`src/rtl/core/modular_exponentiation_assert.svh`:
```
// Assertion macros for the modular exponentiation core.
// Included by modules that carry concurrent checks; no other dependencies.
`ifndef MODULAR_EXPONENTIATION_ASSERT_SVH
`define MODULAR_EXPONENTIATION_ASSERT_SVH

// check that cond implies result on the same edge
`define MEXP_ASSERT_IMPL(label, clk, rst_n, cond, result, msg) \
    label: assert property (@(posedge clk) disable iff (!rst_n) (cond) |-> (result)) \
        else $error(msg);

// check that cond implies result on the next edge
`define MEXP_ASSERT_NEXT(label, clk, rst_n, cond, result, msg) \
    label: assert property (@(posedge clk) disable iff (!rst_n) (cond) |=> (result)) \
        else $error(msg);

`endif

```
`src/rtl/core/mexp_pkg.sv`:
```
// Shared types and constants for the modular exponentiation core.
// No dependencies.
package mexp_pkg;
    localparam int DEF_WIDTH = 50;

    // operand selection for one modular multiply
    typedef enum logic [1:0] {OP_REDUCE, OP_SQUARE, OP_MULT} mexp_op_t;

    typedef struct packed {
        logic     load;       // latch base, exponent, modulus
        logic     start;      // load multiplier operands, clear accumulator
        logic     step;       // run one bit of the multiply
        logic     finish;     // commit product on the last step
        logic     next_bit;   // advance to the next lower exponent bit
        logic     out_load;   // copy result into output register
        mexp_op_t op;         // reduce base, square, or multiply by base
    } mexp_cmd_t;

    typedef struct packed {
        logic mul_last;   // last bit of the multiply in progress
        logic exp_bit;    // exponent bit at current position
        logic exp_last;   // at exponent bit zero
    } mexp_stat_t;
endpackage

```
`src/rtl/core/mexp_datapath.sv`:
```
// Datapath: operand registers and a bit-serial interleaved modular multiplier.
// Depends on mexp_pkg.
module mexp_datapath
    import mexp_pkg::*;
#(
    parameter int WIDTH = DEF_WIDTH
)
(
    input  logic             clk,
    input  logic             rst_n,
    input  mexp_cmd_t        cmd,
    output mexp_stat_t       stat,
    input  logic [WIDTH-1:0] in_base,
    input  logic [WIDTH-1:0] in_exponent,
    input  logic [WIDTH-1:0] modulus,
    output logic [WIDTH-1:0] power_result
);
    localparam int CW = $clog2(WIDTH);

    logic [WIDTH-1:0] base_reg, exp_reg, mod_reg, res_reg, acc_reg, x_reg, y_reg, out_reg;
    logic [CW-1:0]    mbit_reg, ebit_reg;
    logic             zero_reg;

    // one interleaved step: acc = 2*acc (+x) mod m
    logic [WIDTH+1:0] dbl, dbl_r, add, add_r;
    always_comb
    begin
        dbl   = {1'b0, acc_reg, 1'b0};
        dbl_r = (dbl >= {2'b00, mod_reg}) ? dbl - {2'b00, mod_reg} : dbl;
        add   = dbl_r + (y_reg[mbit_reg] ? {2'b00, x_reg} : '0);
        add_r = (add >= {2'b00, mod_reg}) ? add - {2'b00, mod_reg} : add;
    end

    always_ff @(posedge clk or negedge rst_n)
    begin
        if (!rst_n)
        begin
            mbit_reg <= '0;
            ebit_reg <= '0;
        end
        else
        begin
            if (cmd.load)
                ebit_reg <= CW'(WIDTH - 1);
            else if (cmd.next_bit && ebit_reg != '0)
                ebit_reg <= ebit_reg - 1'b1;
            if (cmd.start)
                mbit_reg <= CW'(WIDTH - 1);
            else if (cmd.step && mbit_reg != '0)
                mbit_reg <= mbit_reg - 1'b1;
        end
    end

    always_ff @(posedge clk)
    begin
        if (cmd.load)
        begin
            base_reg <= in_base;
            exp_reg  <= in_exponent;
            mod_reg  <= modulus;
            zero_reg <= (modulus < WIDTH'(2));
            res_reg  <= WIDTH'(1);
        end
        if (cmd.start)
        begin
            acc_reg <= '0;
            case (cmd.op)
                // 1 * base walks the base bits in, two conditional subtracts each
                OP_REDUCE:
                begin
                    x_reg <= WIDTH'(1);
                    y_reg <= base_reg;
                end
                OP_SQUARE:
                begin
                    x_reg <= res_reg;
                    y_reg <= res_reg;
                end
                OP_MULT:
                begin
                    x_reg <= res_reg;
                    y_reg <= base_reg;
                end
                default:
                begin
                    x_reg <= res_reg;
                    y_reg <= res_reg;
                end
            endcase
        end
        else if (cmd.step)
            acc_reg <= add_r[WIDTH-1:0];
        if (cmd.finish)
        begin
            if (cmd.op == OP_REDUCE)
                base_reg <= add_r[WIDTH-1:0];
            else
                res_reg <= add_r[WIDTH-1:0];
        end
        if (cmd.out_load)
            out_reg <= zero_reg ? '0 : res_reg;
    end

    assign stat.mul_last = (mbit_reg == '0);
    assign stat.exp_bit  = exp_reg[ebit_reg];
    assign stat.exp_last = (ebit_reg == '0);
    assign power_result  = out_reg;
endmodule

```
`src/rtl/core/mexp_ctrl.sv`:
```
// Controller state machine sequencing squarings and multiplications.
// Depends on mexp_pkg.
module mexp_ctrl
    import mexp_pkg::*;
(
    input  logic       clk,
    input  logic       rst_n,
    input  logic       in_valid,
    output logic       in_ready,
    output logic       out_valid,
    input  logic       out_ready,
    output mexp_cmd_t  cmd,
    input  mexp_stat_t stat
);
    typedef enum logic [2:0] {S_IDLE, S_RED, S_SQ, S_MUL, S_DONE} state_t;
    state_t state_reg, state_next;
    logic   ov_reg, ov_next;
    logic   first_reg, first_next;

    // unit free while only the output word waits
    assign in_ready  = (state_reg == S_IDLE);
    assign out_valid = ov_reg;

    always_comb
    begin
        state_next = state_reg;
        ov_next    = ov_reg && !out_ready;
        first_next = 1'b0;
        cmd        = '0;
        case (state_reg)
            S_IDLE:
            begin
                if (in_valid)
                begin
                    cmd.load   = 1'b1;
                    first_next = 1'b1;
                    state_next = S_RED;
                end
            end
            S_RED:
            begin
                cmd.op = OP_REDUCE;
                if (first_reg)
                    cmd.start = 1'b1;
                else
                begin
                    cmd.step = 1'b1;
                    if (stat.mul_last)
                    begin
                        cmd.finish = 1'b1;
                        first_next = 1'b1;
                        state_next = S_SQ;
                    end
                end
            end
            S_SQ:
            begin
                cmd.op = OP_SQUARE;
                if (first_reg)
                    cmd.start = 1'b1;
                else
                begin
                    cmd.step = 1'b1;
                    if (stat.mul_last)
                    begin
                        cmd.finish = 1'b1;
                        first_next = 1'b1;
                        if (stat.exp_bit)
                            state_next = S_MUL;
                        else if (stat.exp_last)
                            state_next = S_DONE;
                        else
                        begin
                            cmd.next_bit = 1'b1;
                            state_next   = S_SQ;
                        end
                    end
                end
            end
            S_MUL:
            begin
                cmd.op = OP_MULT;
                if (first_reg)
                    cmd.start = 1'b1;
                else
                begin
                    cmd.step = 1'b1;
                    if (stat.mul_last)
                    begin
                        cmd.finish = 1'b1;
                        first_next = 1'b1;
                        if (stat.exp_last)
                            state_next = S_DONE;
                        else
                        begin
                            cmd.next_bit = 1'b1;
                            state_next   = S_SQ;
                        end
                    end
                end
            end
            S_DONE:
            begin
                if (!ov_reg || out_ready)
                begin
                    cmd.out_load = 1'b1;
                    ov_next      = 1'b1;
                    state_next   = S_IDLE;
                end
            end
            default: state_next = S_IDLE;
        endcase
    end

    always_ff @(posedge clk or negedge rst_n)
    begin
        if (!rst_n)
        begin
            state_reg <= S_IDLE;
            ov_reg    <= 1'b0;
            first_reg <= 1'b0;
        end
        else
        begin
            state_reg <= state_next;
            ov_reg    <= ov_next;
            first_reg <= first_next;
        end
    end
endmodule

```
`src/rtl/core/modular_exponentiation.sv`:
```
// Modular exponentiation: base^exponent mod modulus, one result per input word.
// Input slave channel s_axis_* carries {exponent, base}; result on m_axis_*.
// Modulus written through cfg_wr_en / cfg_wr_data, reset value 2; the user
// must write it only while idle, the block does not enforce this. Each input
// word: one base reduction, then for every one of WIDTH exponent bits a
// squaring and, for a set bit, a multiply by the base. Each modular multiply
// runs on one shared bit-serial unit, so a new input word is taken only once
// the result of the last word is in the output register.
// A result sits in the output register until taken; the next word is
// accepted meanwhile. A stalled receiver holds the finished word, the next
// word is computed and waits in the unit, and the input stalls behind it.
// Reset clears the controller and output valid; modulus returns to 2.
// Modulus below 2 gives 0 for every word.
`include "modular_exponentiation_assert.svh"

module modular_exponentiation
    import mexp_pkg::*;
#(
    parameter int WIDTH = DEF_WIDTH
)
(
    input  logic                         clk,
    input  logic                         rst_n,
    input  logic                         cfg_wr_en,
    input  logic [WIDTH-1:0]             cfg_wr_data,
    input  logic                         s_axis_tvalid,
    output logic                         s_axis_tready,
    // base [WIDTH-1:0], exponent [2*WIDTH-1:WIDTH], zero fill
    input  logic [((2*WIDTH+7)/8)*8-1:0] s_axis_tdata,
    output logic                         m_axis_tvalid,
    input  logic                         m_axis_tready,
    // power_result [WIDTH-1:0], zero fill
    output logic [((WIDTH+7)/8)*8-1:0]   m_axis_tdata
);
    localparam int OW = ((WIDTH+7)/8)*8;

    logic [WIDTH-1:0] mod_reg, power_result;
    mexp_cmd_t  cmd;
    mexp_stat_t stat;

    always_ff @(posedge clk or negedge rst_n)
    begin
        if (!rst_n)
            mod_reg <= WIDTH'(2);
        else if (cfg_wr_en)
            mod_reg <= cfg_wr_data;
    end

    mexp_ctrl u_ctrl (
        .clk(clk), .rst_n(rst_n),
        .in_valid(s_axis_tvalid), .in_ready(s_axis_tready),
        .out_valid(m_axis_tvalid), .out_ready(m_axis_tready),
        .cmd(cmd), .stat(stat)
    );

    mexp_datapath #(.WIDTH(WIDTH)) u_dp (
        .clk(clk), .rst_n(rst_n), .cmd(cmd), .stat(stat),
        .in_base(s_axis_tdata[WIDTH-1:0]),
        .in_exponent(s_axis_tdata[2*WIDTH-1:WIDTH]),
        .modulus(mod_reg),
        .power_result(power_result)
    );

    assign m_axis_tdata = OW'(power_result);

    `MEXP_ASSERT_NEXT(a_out_hold, clk, rst_n, m_axis_tvalid && !m_axis_tready,
        m_axis_tvalid && $stable(m_axis_tdata), "output word changed while stalled")
    `MEXP_ASSERT_NEXT(a_accept_busy, clk, rst_n, s_axis_tvalid && s_axis_tready,
        !s_axis_tready, "input taken while the unit is busy")
    `MEXP_ASSERT_IMPL(a_cfg_idle, clk, rst_n, cfg_wr_en,
        s_axis_tready && !m_axis_tvalid, "modulus written while a word is in flight")
endmodule
```
`config.mk`:
```
export PLATFORM = sky130hd
export DESIGN_NAME = modular_exponentiation
export DESIGN_NICKNAME = d
export VERILOG_FILES = /design/src/rtl/core/mexp_pkg.sv /design/src/rtl/core/mexp_datapath.sv /design/src/rtl/core/mexp_ctrl.sv /design/src/rtl/core/modular_exponentiation.sv
export VERILOG_INCLUDE_DIRS = /design/src /design/src/rtl/core
export SDC_FILE = /design/constraint.sdc
export NUM_CORES = 1
export LEC_CHECK = 0
export BUFFER_PORTS_ARGS = -buffer_cell sky130_fd_sc_hd__buf_2
export CORE_MARGIN = 5
export CORE_UTILIZATION = 35
export DETAILED_ROUTE_END_ITERATION = 6
export HOLD_SLACK_MARGIN = 0.06
export PLACE_DENSITY_LB_ADDON = 0.2
export SLEW_MARGIN = 10
export SYNTH_ARGS = -nofsm -noshare
export SYNTH_HDL_FRONTEND = slang
export SYNTH_HIERARCHICAL = 1
export SYNTH_SLANG_ARGS = --single-unit
export TNS_END_PERCENT = 50
```
`constraint.sdc`:
```
create_clock -name clk -period 27.1 [get_ports clk]
set_input_delay 4.065 -clock clk [delete_from_list [all_inputs] [get_ports clk]]
set_output_delay 4.065 -clock clk [all_outputs]
set_load 0.02 [all_outputs]
```
; After elaboration in Yosys (flattened, before gate mapping)
; Cells that the tools add are included.
[word_totals]
out_inout_bits = 58
elab_cells = 104
input_bits = 159
ff_bits = 468
[op_classes]
reduce_logical = 17
n_eq_ne = 13
add_sub_neg = 5
mux = 49
n_lt_le_gt_ge = 5
[op_table]
columns = op, count
row1 = $mux 50, 9
row2 = $add 52x50->52, 1
row3 = $ge 52x50->1, 1
row4 = $mux 52, 1
row5 = $sub 51x50->52, 1
row6 = $ge 51x50->1, 1
row7 = $lt 50x2->1 const B, 1
row8 = $sub 50x50->50, 1
row9 = $mux 3, 12
row10 = $mux 6, 4
row11 = $pmux 3 s5, 1
row12 = $lt 6x7->1 const B, 2
row13 = $ne 2x2->1 const B, 7
row14 = $mux 1, 13
row15 = $bmux 1 s6, 2
row16 = $logic_not 6->1, 2
row17 = $reduce_bool 6->1, 2
row18 = $sub 6x1->6 const B, 2
row19 = $pmux 3 s3, 1
row20 = $reduce_and 8->1, 1
row21 = $eq 3x2->1 const B, 2
row22 = $mux 2, 3
row23 = $pmux 1 s2, 2
row24 = $pmux 2 s2, 1
row25 = other kinds (12), 16

; Logic depth before layout (Yosys ltp)
; Gate-level depths: netlist of the first run.
[depth]
ltp_word = 9
ltp_mapped = 38
mapped_depth_nobuf = 36

; By module
; Netlist of the first run, hierarchy kept.
[by_module_without_submodules]
columns = mod, cells_each, seq_area_each_um2, n_inst, area_per_inst_um2
row1 = mexp_datapath, 2626, 10840.4, 1, 25864.8
row2 = modular_exponentiation, 113, 1252.5, 1, 2163.3
row3 = mexp_ctrl, 34, 125.1, 1, 334.1

; Worst setup path before layout of the first run
; OpenSTA, ideal clock, no wires.
[synth_timing]
path_type = register to register
start = register u_ctrl.state_reg[2]
end = register u_dp.mbit_reg[2]
t_required_ps = 26968
stages_incl_launch_ff = 6
setup_time_ps = 132
setup_slack_ps = 18277
n_path_buf = 3
synth_period_minus_slack_ps = 8823
arrival_time_ps = 8691
cell_sequence = dfrtp_1 buf_2 nor3b_1 clkbuf_1 clkbuf_1 nor2_1
[synth_rtl]
columns = element, line
row1 = "start, declared", mexp_ctrl.sv:16  ; state_t state_reg, state_next;
row2 = "start signal, assigned", mexp_ctrl.sv:125  ; state_reg <= state_next;
row3 = "end signal, assigned", mexp_datapath.sv:48  ; mbit_reg <= CW'(WIDTH - 1);
row4 = "end signal, assigned", mexp_datapath.sv:50  ; mbit_reg <= mbit_reg - 1'b1;
row5 = "end, declared", mexp_datapath.sv:21  ; logic [CW-1:0] mbit_reg, ebit_reg;

; Worst setup path in the final report of the first run
[layout_timing]
start = register u_dp.mod_reg[33]
end = register u_dp.acc_reg[43]
[layout_via]
elab_chain_len = 5
word_cells_on_any_way = 7
cone_classes = add/sub: 3 / order compare: 2 / mux: 2
[layout_lines]
columns = element, line
row1 = "start, declared", mexp_datapath.sv:20  ; logic [WIDTH-1:0] base_reg, exp_reg, mod_reg, res_reg, acc_reg, x_reg, y_reg, out_reg;
row2 = "start signal, assigned", mexp_datapath.sv:60  ; mod_reg <= modulus;
row3 = $sub 51x50->52 / $ge 51x50->1 (equally long branches), mexp_datapath.sv:29  ; dbl_r = (dbl >= {2'b00, mod_reg}) ? dbl - {2'b00, mod_reg} : dbl;
row4 = $mux 52, mexp_datapath.sv:29
row5 = $add 52x50->52, mexp_datapath.sv:30  ; add = dbl_r + (y_reg[mbit_reg] ? {2'b00, x_reg} : '0);
row6 = $sub 50x50->50 / $ge 52x50->1 (equally long branches), mexp_datapath.sv:31  ; add_r = (add >= {2'b00, mod_reg}) ? add - {2'b00, mod_reg} : add;
row7 = $mux 50 *, mexp_datapath.sv:31
row8 = "end signal, assigned", mexp_datapath.sv:92  ; acc_reg <= add_r[WIDTH-1:0];
row9 = "end, declared", mexp_datapath.sv:20
; Every way passes the cells marked *; elsewhere a longest branch is shown, timed or not.
; A chain may end at the register's enable or synchronous reset.

==> results of run 1 <==
==> worst paths after layout <==
| check | to | slack (ns) | startpoint |
|---|---|---|---|
| max | u_dp/acc_reg[43]$_SDFFE_PP0P_ | 16.59 | u_dp/mod_reg[33]$_DFFE_PP_ |
| min | u_dp/mod_reg[0]$_DFFE_PP_ | 0.46 | mod_reg[0]$_DFFE_PN0P_ |
| max reg2reg | u_dp/acc_reg[43]$_SDFFE_PP0P_ | 16.59 | u_dp/mod_reg[33]$_DFFE_PP_ |
| min reg2reg | u_dp/mod_reg[0]$_DFFE_PP_ | 0.46 | mod_reg[0]$_DFFE_PN0P_ |
| max in group asynchronous | u_ctrl/out_valid$_DFF_PN0_ | 22.78 | rst_n |
| min in group asynchronous | mod_reg[0]$_DFFE_PN0P_ | 3.28 | rst_n |
==> metal layers <==
| layer | part of all wire (%) | GRT usage, % |
|---|---|---|
| met4 | 2.6 | 4.72 |
| met1 | 49 | 28.8 |
| met3 | 6.6 | 3.74 |
| met2 | 42 | 28.3 |
| met5 | 0.13 | 0 |
==> logic make-up after synthesis <==
| group | after synthesis |
|---|---|
| flip-flops | 468 |
| adder cells (fa/ha/maj) | 157 |
| AND/OR/NAND/NOR | 799 |
| XOR/XNOR | 138 |
| buffers and inverters | 256 |
| multiplexers | 242 |
| other | 1 |
| AO/OA/AOI/OAI | 712 |
==> worst max-delay path, delay by kind of cell (launching register included) <==
kind	cells	cell delay, ns
flops	1	0.34
xor+xnor	1	0.20
buf+inv	4	1.50
mux	2	1.23
fa+ha+maj	3	1.29
simple gates	9	2.53
compound gates	12	3.15
==> metrics by stage <==
stage                     utilization, %  cell area (um^2)
after global routing                39.7             31900
after detailed placement            37.6             30200
after global placement              37.6             30200
final                               39.7             32000
after floorplan                        -             28400
after CTS                           39.7             31900
==> layout make-up <==
| cell class | count | share of cell area (%) |
|---|---|---|
| flip-flops and latches | 468 | 38.2 |
| multi-input cells | 2054 | 47.2 |
| clock inverters | 27 | 0.673 |
| repair buffers | 227 | 3.77 |
| diodes | 9 | 0.0705 |
| well taps | 1060 | 4.15 |
| inverters | 102 | 1.20 |
| clock buffers | 73 | 4.67 |
==> cell usage in the layout, fill, tap and decap left out, drive strengths merged, types with 10 or more instances in the layout <==
cell	netlist	routed
a211oi	77	77
a21o	68	68
a21oi	201	201
a31oi	25	25
and2	11	11
and3	21	21
buf	29	227
clkbuf	125	73
clkinv	0	16
dfrtp	66	66
dfxtp	150	150
edfxtp	251	251
ha	154	154
inv	102	106
mux2	163	163
mux2i	48	48
mux4	31	31
nand2	158	158
nand2b	26	26
nand3	36	36
nand3b	50	50
nand4	32	32
nor2	198	198
nor2b	171	171
nor3	39	39
nor4	20	20
o211ai	10	10
o21a	23	23
o21ai	209	209
o21bai	22	22
xnor2	90	90
xor2	48	48
==> out/qor.yml, run 1 <==
status: "completed"
hold_path_class: "reg -> reg"
critPathRequiredTime_ns: 27.55
h-tree-depth: 2
final_cells: 4020
synth_top_family_by_area: "compound AO/OA/AOI/OAI gates"
synth_compound_area_share_pct: 15.6
clkSinkCount: 468
slew_viol_final: 0
fin_setup_tns_ns: 0
rsz0062_at_grt: "false"
die_area_mm2: 0.0868
viasPerCell: 5.38
slew_headroom_pct: 30.3
synthDistinctLibCells: 93
ff2ff_path_depth: 31
multi_input_area_mm2: 0.0151
seq_area_frac_synth_pct: 43.1
first_global_vias: 21100
grt_pass1_wl_um: 129000
synth-async-reset-ratio_pct: 14.3
wl_per_cell_um: 21.5
hold_buffers: 0
clk_latency_ns: 0.62
io_pins: 217
gp_congestion: 0.942
synth_simple_gate_area_share_pct: 14.8
postSynthAreaPerCell_um2: 10.2
path_clk_slew_ns: 0.06
netlist_area_mm2: 0.0284
syn_to_final_growth_pct: 12.7
numPortBuffers: 206
final.min_clock_period_ns: 10.51
ys_seq_elements: 468
fmax_mhz: 95.1
cap_violations: 0
ant_nets: 0
netlist_top_cells_count: "251 x edfxtp_1, 201 x a21oi_1, 196 x nor2_1"
core_area_mm2: 0.0804
synth_edf_count: 251
rows: 104
vias: 21600
synth_warnings: 6
synth_top_area_cell: "edfxtp_1"
ys.flop_type: "edfxtp_1"
synthCells: 2773
grt_max_degree: 157
synth-adder-area-share_pct: 7.01
max-clock-path-buffers: 3
drcViolationCount: 0
synth.area.mux_share_pct: 11.3
finClkSkew_ns: 0.0329
fin_ws_ns: 16.59
holdPathStages: 0
synth_xor_area_share_pct: 4.26
layout_worst_path_cycle_share_pct: 38.8
cts_resized: 0
initial_core_util_pct: 35.3
post-cts-setup-buffers: 0
nets: 3222
critical_path_class: "reg -> reg"
gr-total-overflow: 0
first_iter_violations: 1531
die_h_um: 295
worst_setup_path_start_kind: "flip-flop"
register_area_mm2: 0.0122
yosys-top-cells-area: "edfxtp_1 27%, dfxtp_1 11%, ha_1 6.8%"
yosysTopAreaCellShare_pct: 26.6
pre_cts_slack_ns: 16.64
synth.most_common_cell: "edfxtp_1"
numCtsBuffers: 53
routed_wl_um: 86400
placed_cells: 3911
critPathMaxStageDelay_ns: 0.78
crit_path_end_kind: "flip-flop"
crit_slowest_cell: "mux2i_1"
finalHoldViolCount: 0
drive_gt1_share_pct: 18.5
fin_hold_ws_ns: 0.460
fillers: 7920
critical_path.max_fanout: 54
cts_tree: "built"
arrival_ns: 10.96
setup_viol: 0
drt_first_pass_iters: 6
hpwlAfterDp_um: 65800
worst_pin_slew_ns: 1.04
grt_usage_pct: 19.2
root_buffer: "clkbuf_16"
antenna_found_initial: 18
die-width_um: 295
Power of run 1 is not shown: default switching activity piles up to over one toggle a cycle in this logic, so the estimate is an artifact.
==> run 2: changes to the inputs <==
==> constraint.sdc (replaced) <==
create_clock -name clk -period 9.8 [get_ports clk]
set_input_delay 1.47 -clock clk [delete_from_list [all_inputs] [get_ports clk]]
set_output_delay 1.47 -clock clk [all_outputs]
set_load 0.02 [all_outputs]
==> run 2 against run 1 <==
Final cell count rose by 3.4%. Clock skew fell by 0.0092 ns. Global-route usage rose by 0.17 points. Worst setup slack got worse by 16 ns.
==> out/qor.yml, run 2 (synthesized netlist as in run 1, its figures left out) <==
status: "completed"
vias: 22100
drcViolationCount: 0
nets: 3363
numCtsBuffers: 53
grt_usage_pct: 19.3
worst_setup_path_start_kind: "flip-flop"
drt_first_pass_iters: 5
rows: 104
final.min_clock_period_ns: 9.29
core_area_mm2: 0.0804
slew_headroom_pct: 24.8
root_buffer: "clkbuf_16"
first_global_vias: 21400
hold_buffers: 0
grt_max_degree: 157
numPortBuffers: 206
clkSinkCount: 468
routed_wl_um: 87100
setup_viol: 0
arrival_ns: 9.74
ant_nets: 0
critical_path.max_fanout: 30
design_area_mm2: 0.0331
first_iter_violations: 1746
io_pins: 217
critPathRequiredTime_ns: 10.25
die_area_mm2: 0.0868
gr-total-overflow: 0
viasPerCell: 5.32
crit_slowest_cell: "or4_1"
fmax_mhz: 108
syn_to_final_growth_pct: 16.7
crit_path_end_kind: "flip-flop"
die-width_um: 295
max-clock-path-buffers: 3
clk_latency_ns: 0.61
hold_path_class: "reg -> reg"
rsz0062_at_grt: "false"
path_clk_slew_ns: 0.07
drive_gt1_share_pct: 22.4
grt_pass1_wl_um: 130000
critPathMaxStageDelay_ns: 0.67
post_dp_cell_area_mm2: 0.0314
initial_core_util_pct: 35.3
critical_path_class: "reg -> reg"
hpwlAfterDp_um: 66900
cp_top_family: "simple AND/OR/NAND/NOR gates"
layout_common_cells: "251 x edfxtp_1, 204 x buf_2, 200 x a21oi_1"
cpMostUsedCell: "buf_4"
finClkSkew_ns: 0.0236
fin_hold_ws_ns: 0.470
path_buf_inv: 7
cts_tree: "built"
finalHoldViolCount: 0
worst_pin_slew_ns: 1.13
mostFrequentLayoutCell: "edfxtp_1"
layout_worst_path_cycle_share_pct: 94.8
gp_congestion: 0.948
wl_per_cell_um: 21.0
slew_viol_final: 0
antenna_found_initial: 16
die_h_um: 295
h-tree-depth: 2
fin_setup_tns_ns: 0
cap_violations: 0
[run 2: repair_timing]
item	in CTS	in global routing
buffers inserted	0	1
setup endpoints to repair	0	150
gates resized for setup	0	8
[run 2: cell type report]
| class | instances | area [um^2] |
|---|---|---|
| Inverter | 102 | 383 |
| Timing Repair Buffer | 368 | 2340 |
| Clock inverter | 29 | 216 |
| Sequential cell | 468 | 12200 |
| Tap cell | 1060 | 1330 |
| Multi-Input combinational cell | 2054 | 15100 |
| Antenna cell | 8 | 20.0 |
| Clock buffer | 69 | 1470 |
| Fill cell | 7911 | 47300 |
[run 2: worst register-to-register path: cells and delay by family (launching register included)]
family,cells,cell delay [ns]
adder cells (fa/ha/maj),3,1.29
AO/OA/AOI/OAI,11,2.63
buffers and inverters,7,1.23
multiplexers,2,0.80
flip-flops,1,0.32
AND/OR/NAND/NOR,12,2.64
XOR/XNOR,1,0.26
[run 2: worst paths after layout]
path / start / endpoint / slack (ns) / depth (start not counted)
worst max-delay path: u_dp/mod_reg[32]$_DFFE_PP_ / u_dp/res_reg[36]$_DFF_P_ / 0.51 / 36
worst min-delay path: mod_reg[0]$_DFFE_PN0P_ / u_dp/mod_reg[0]$_DFFE_PP_ / 0.47 / 0
worst max register to register: u_dp/mod_reg[32]$_DFFE_PP_ / u_dp/res_reg[36]$_DFF_P_ / 0.51 / 36
worst min register to register: mod_reg[0]$_DFFE_PN0P_ / u_dp/mod_reg[0]$_DFFE_PP_ / 0.47 / 0
max in group asynchronous: rst_n / mod_reg[38]$_DFFE_PN0P_ / 8.05 / 2
min in group asynchronous: rst_n / mod_reg[0]$_DFFE_PN0P_ / 0.69 / 1
[run 2: metal layers]
layer	GRT usage, %	vias up	wire [um]
met4	4.86	16	2480
met2	29.0	671	36400
met5	0	-	103
li1	-	10700	-
met3	3.37	136	5410
met1	28.9	10500	42700
[run 2: metrics by stage]
step,instances,setup WS (ns),utilization (%)
4_1_cts,4149,0.131,41.1
3_5_place_dp,4051,0.168,39.0
5_1_grt,4150,0.00295,41.2
2_1_floorplan,2778,0.977,-
3_3_place_gp,4051,0.128,39.0
6_report,4158,0.509,41.2
Power of run 2 is left out for the same reason.
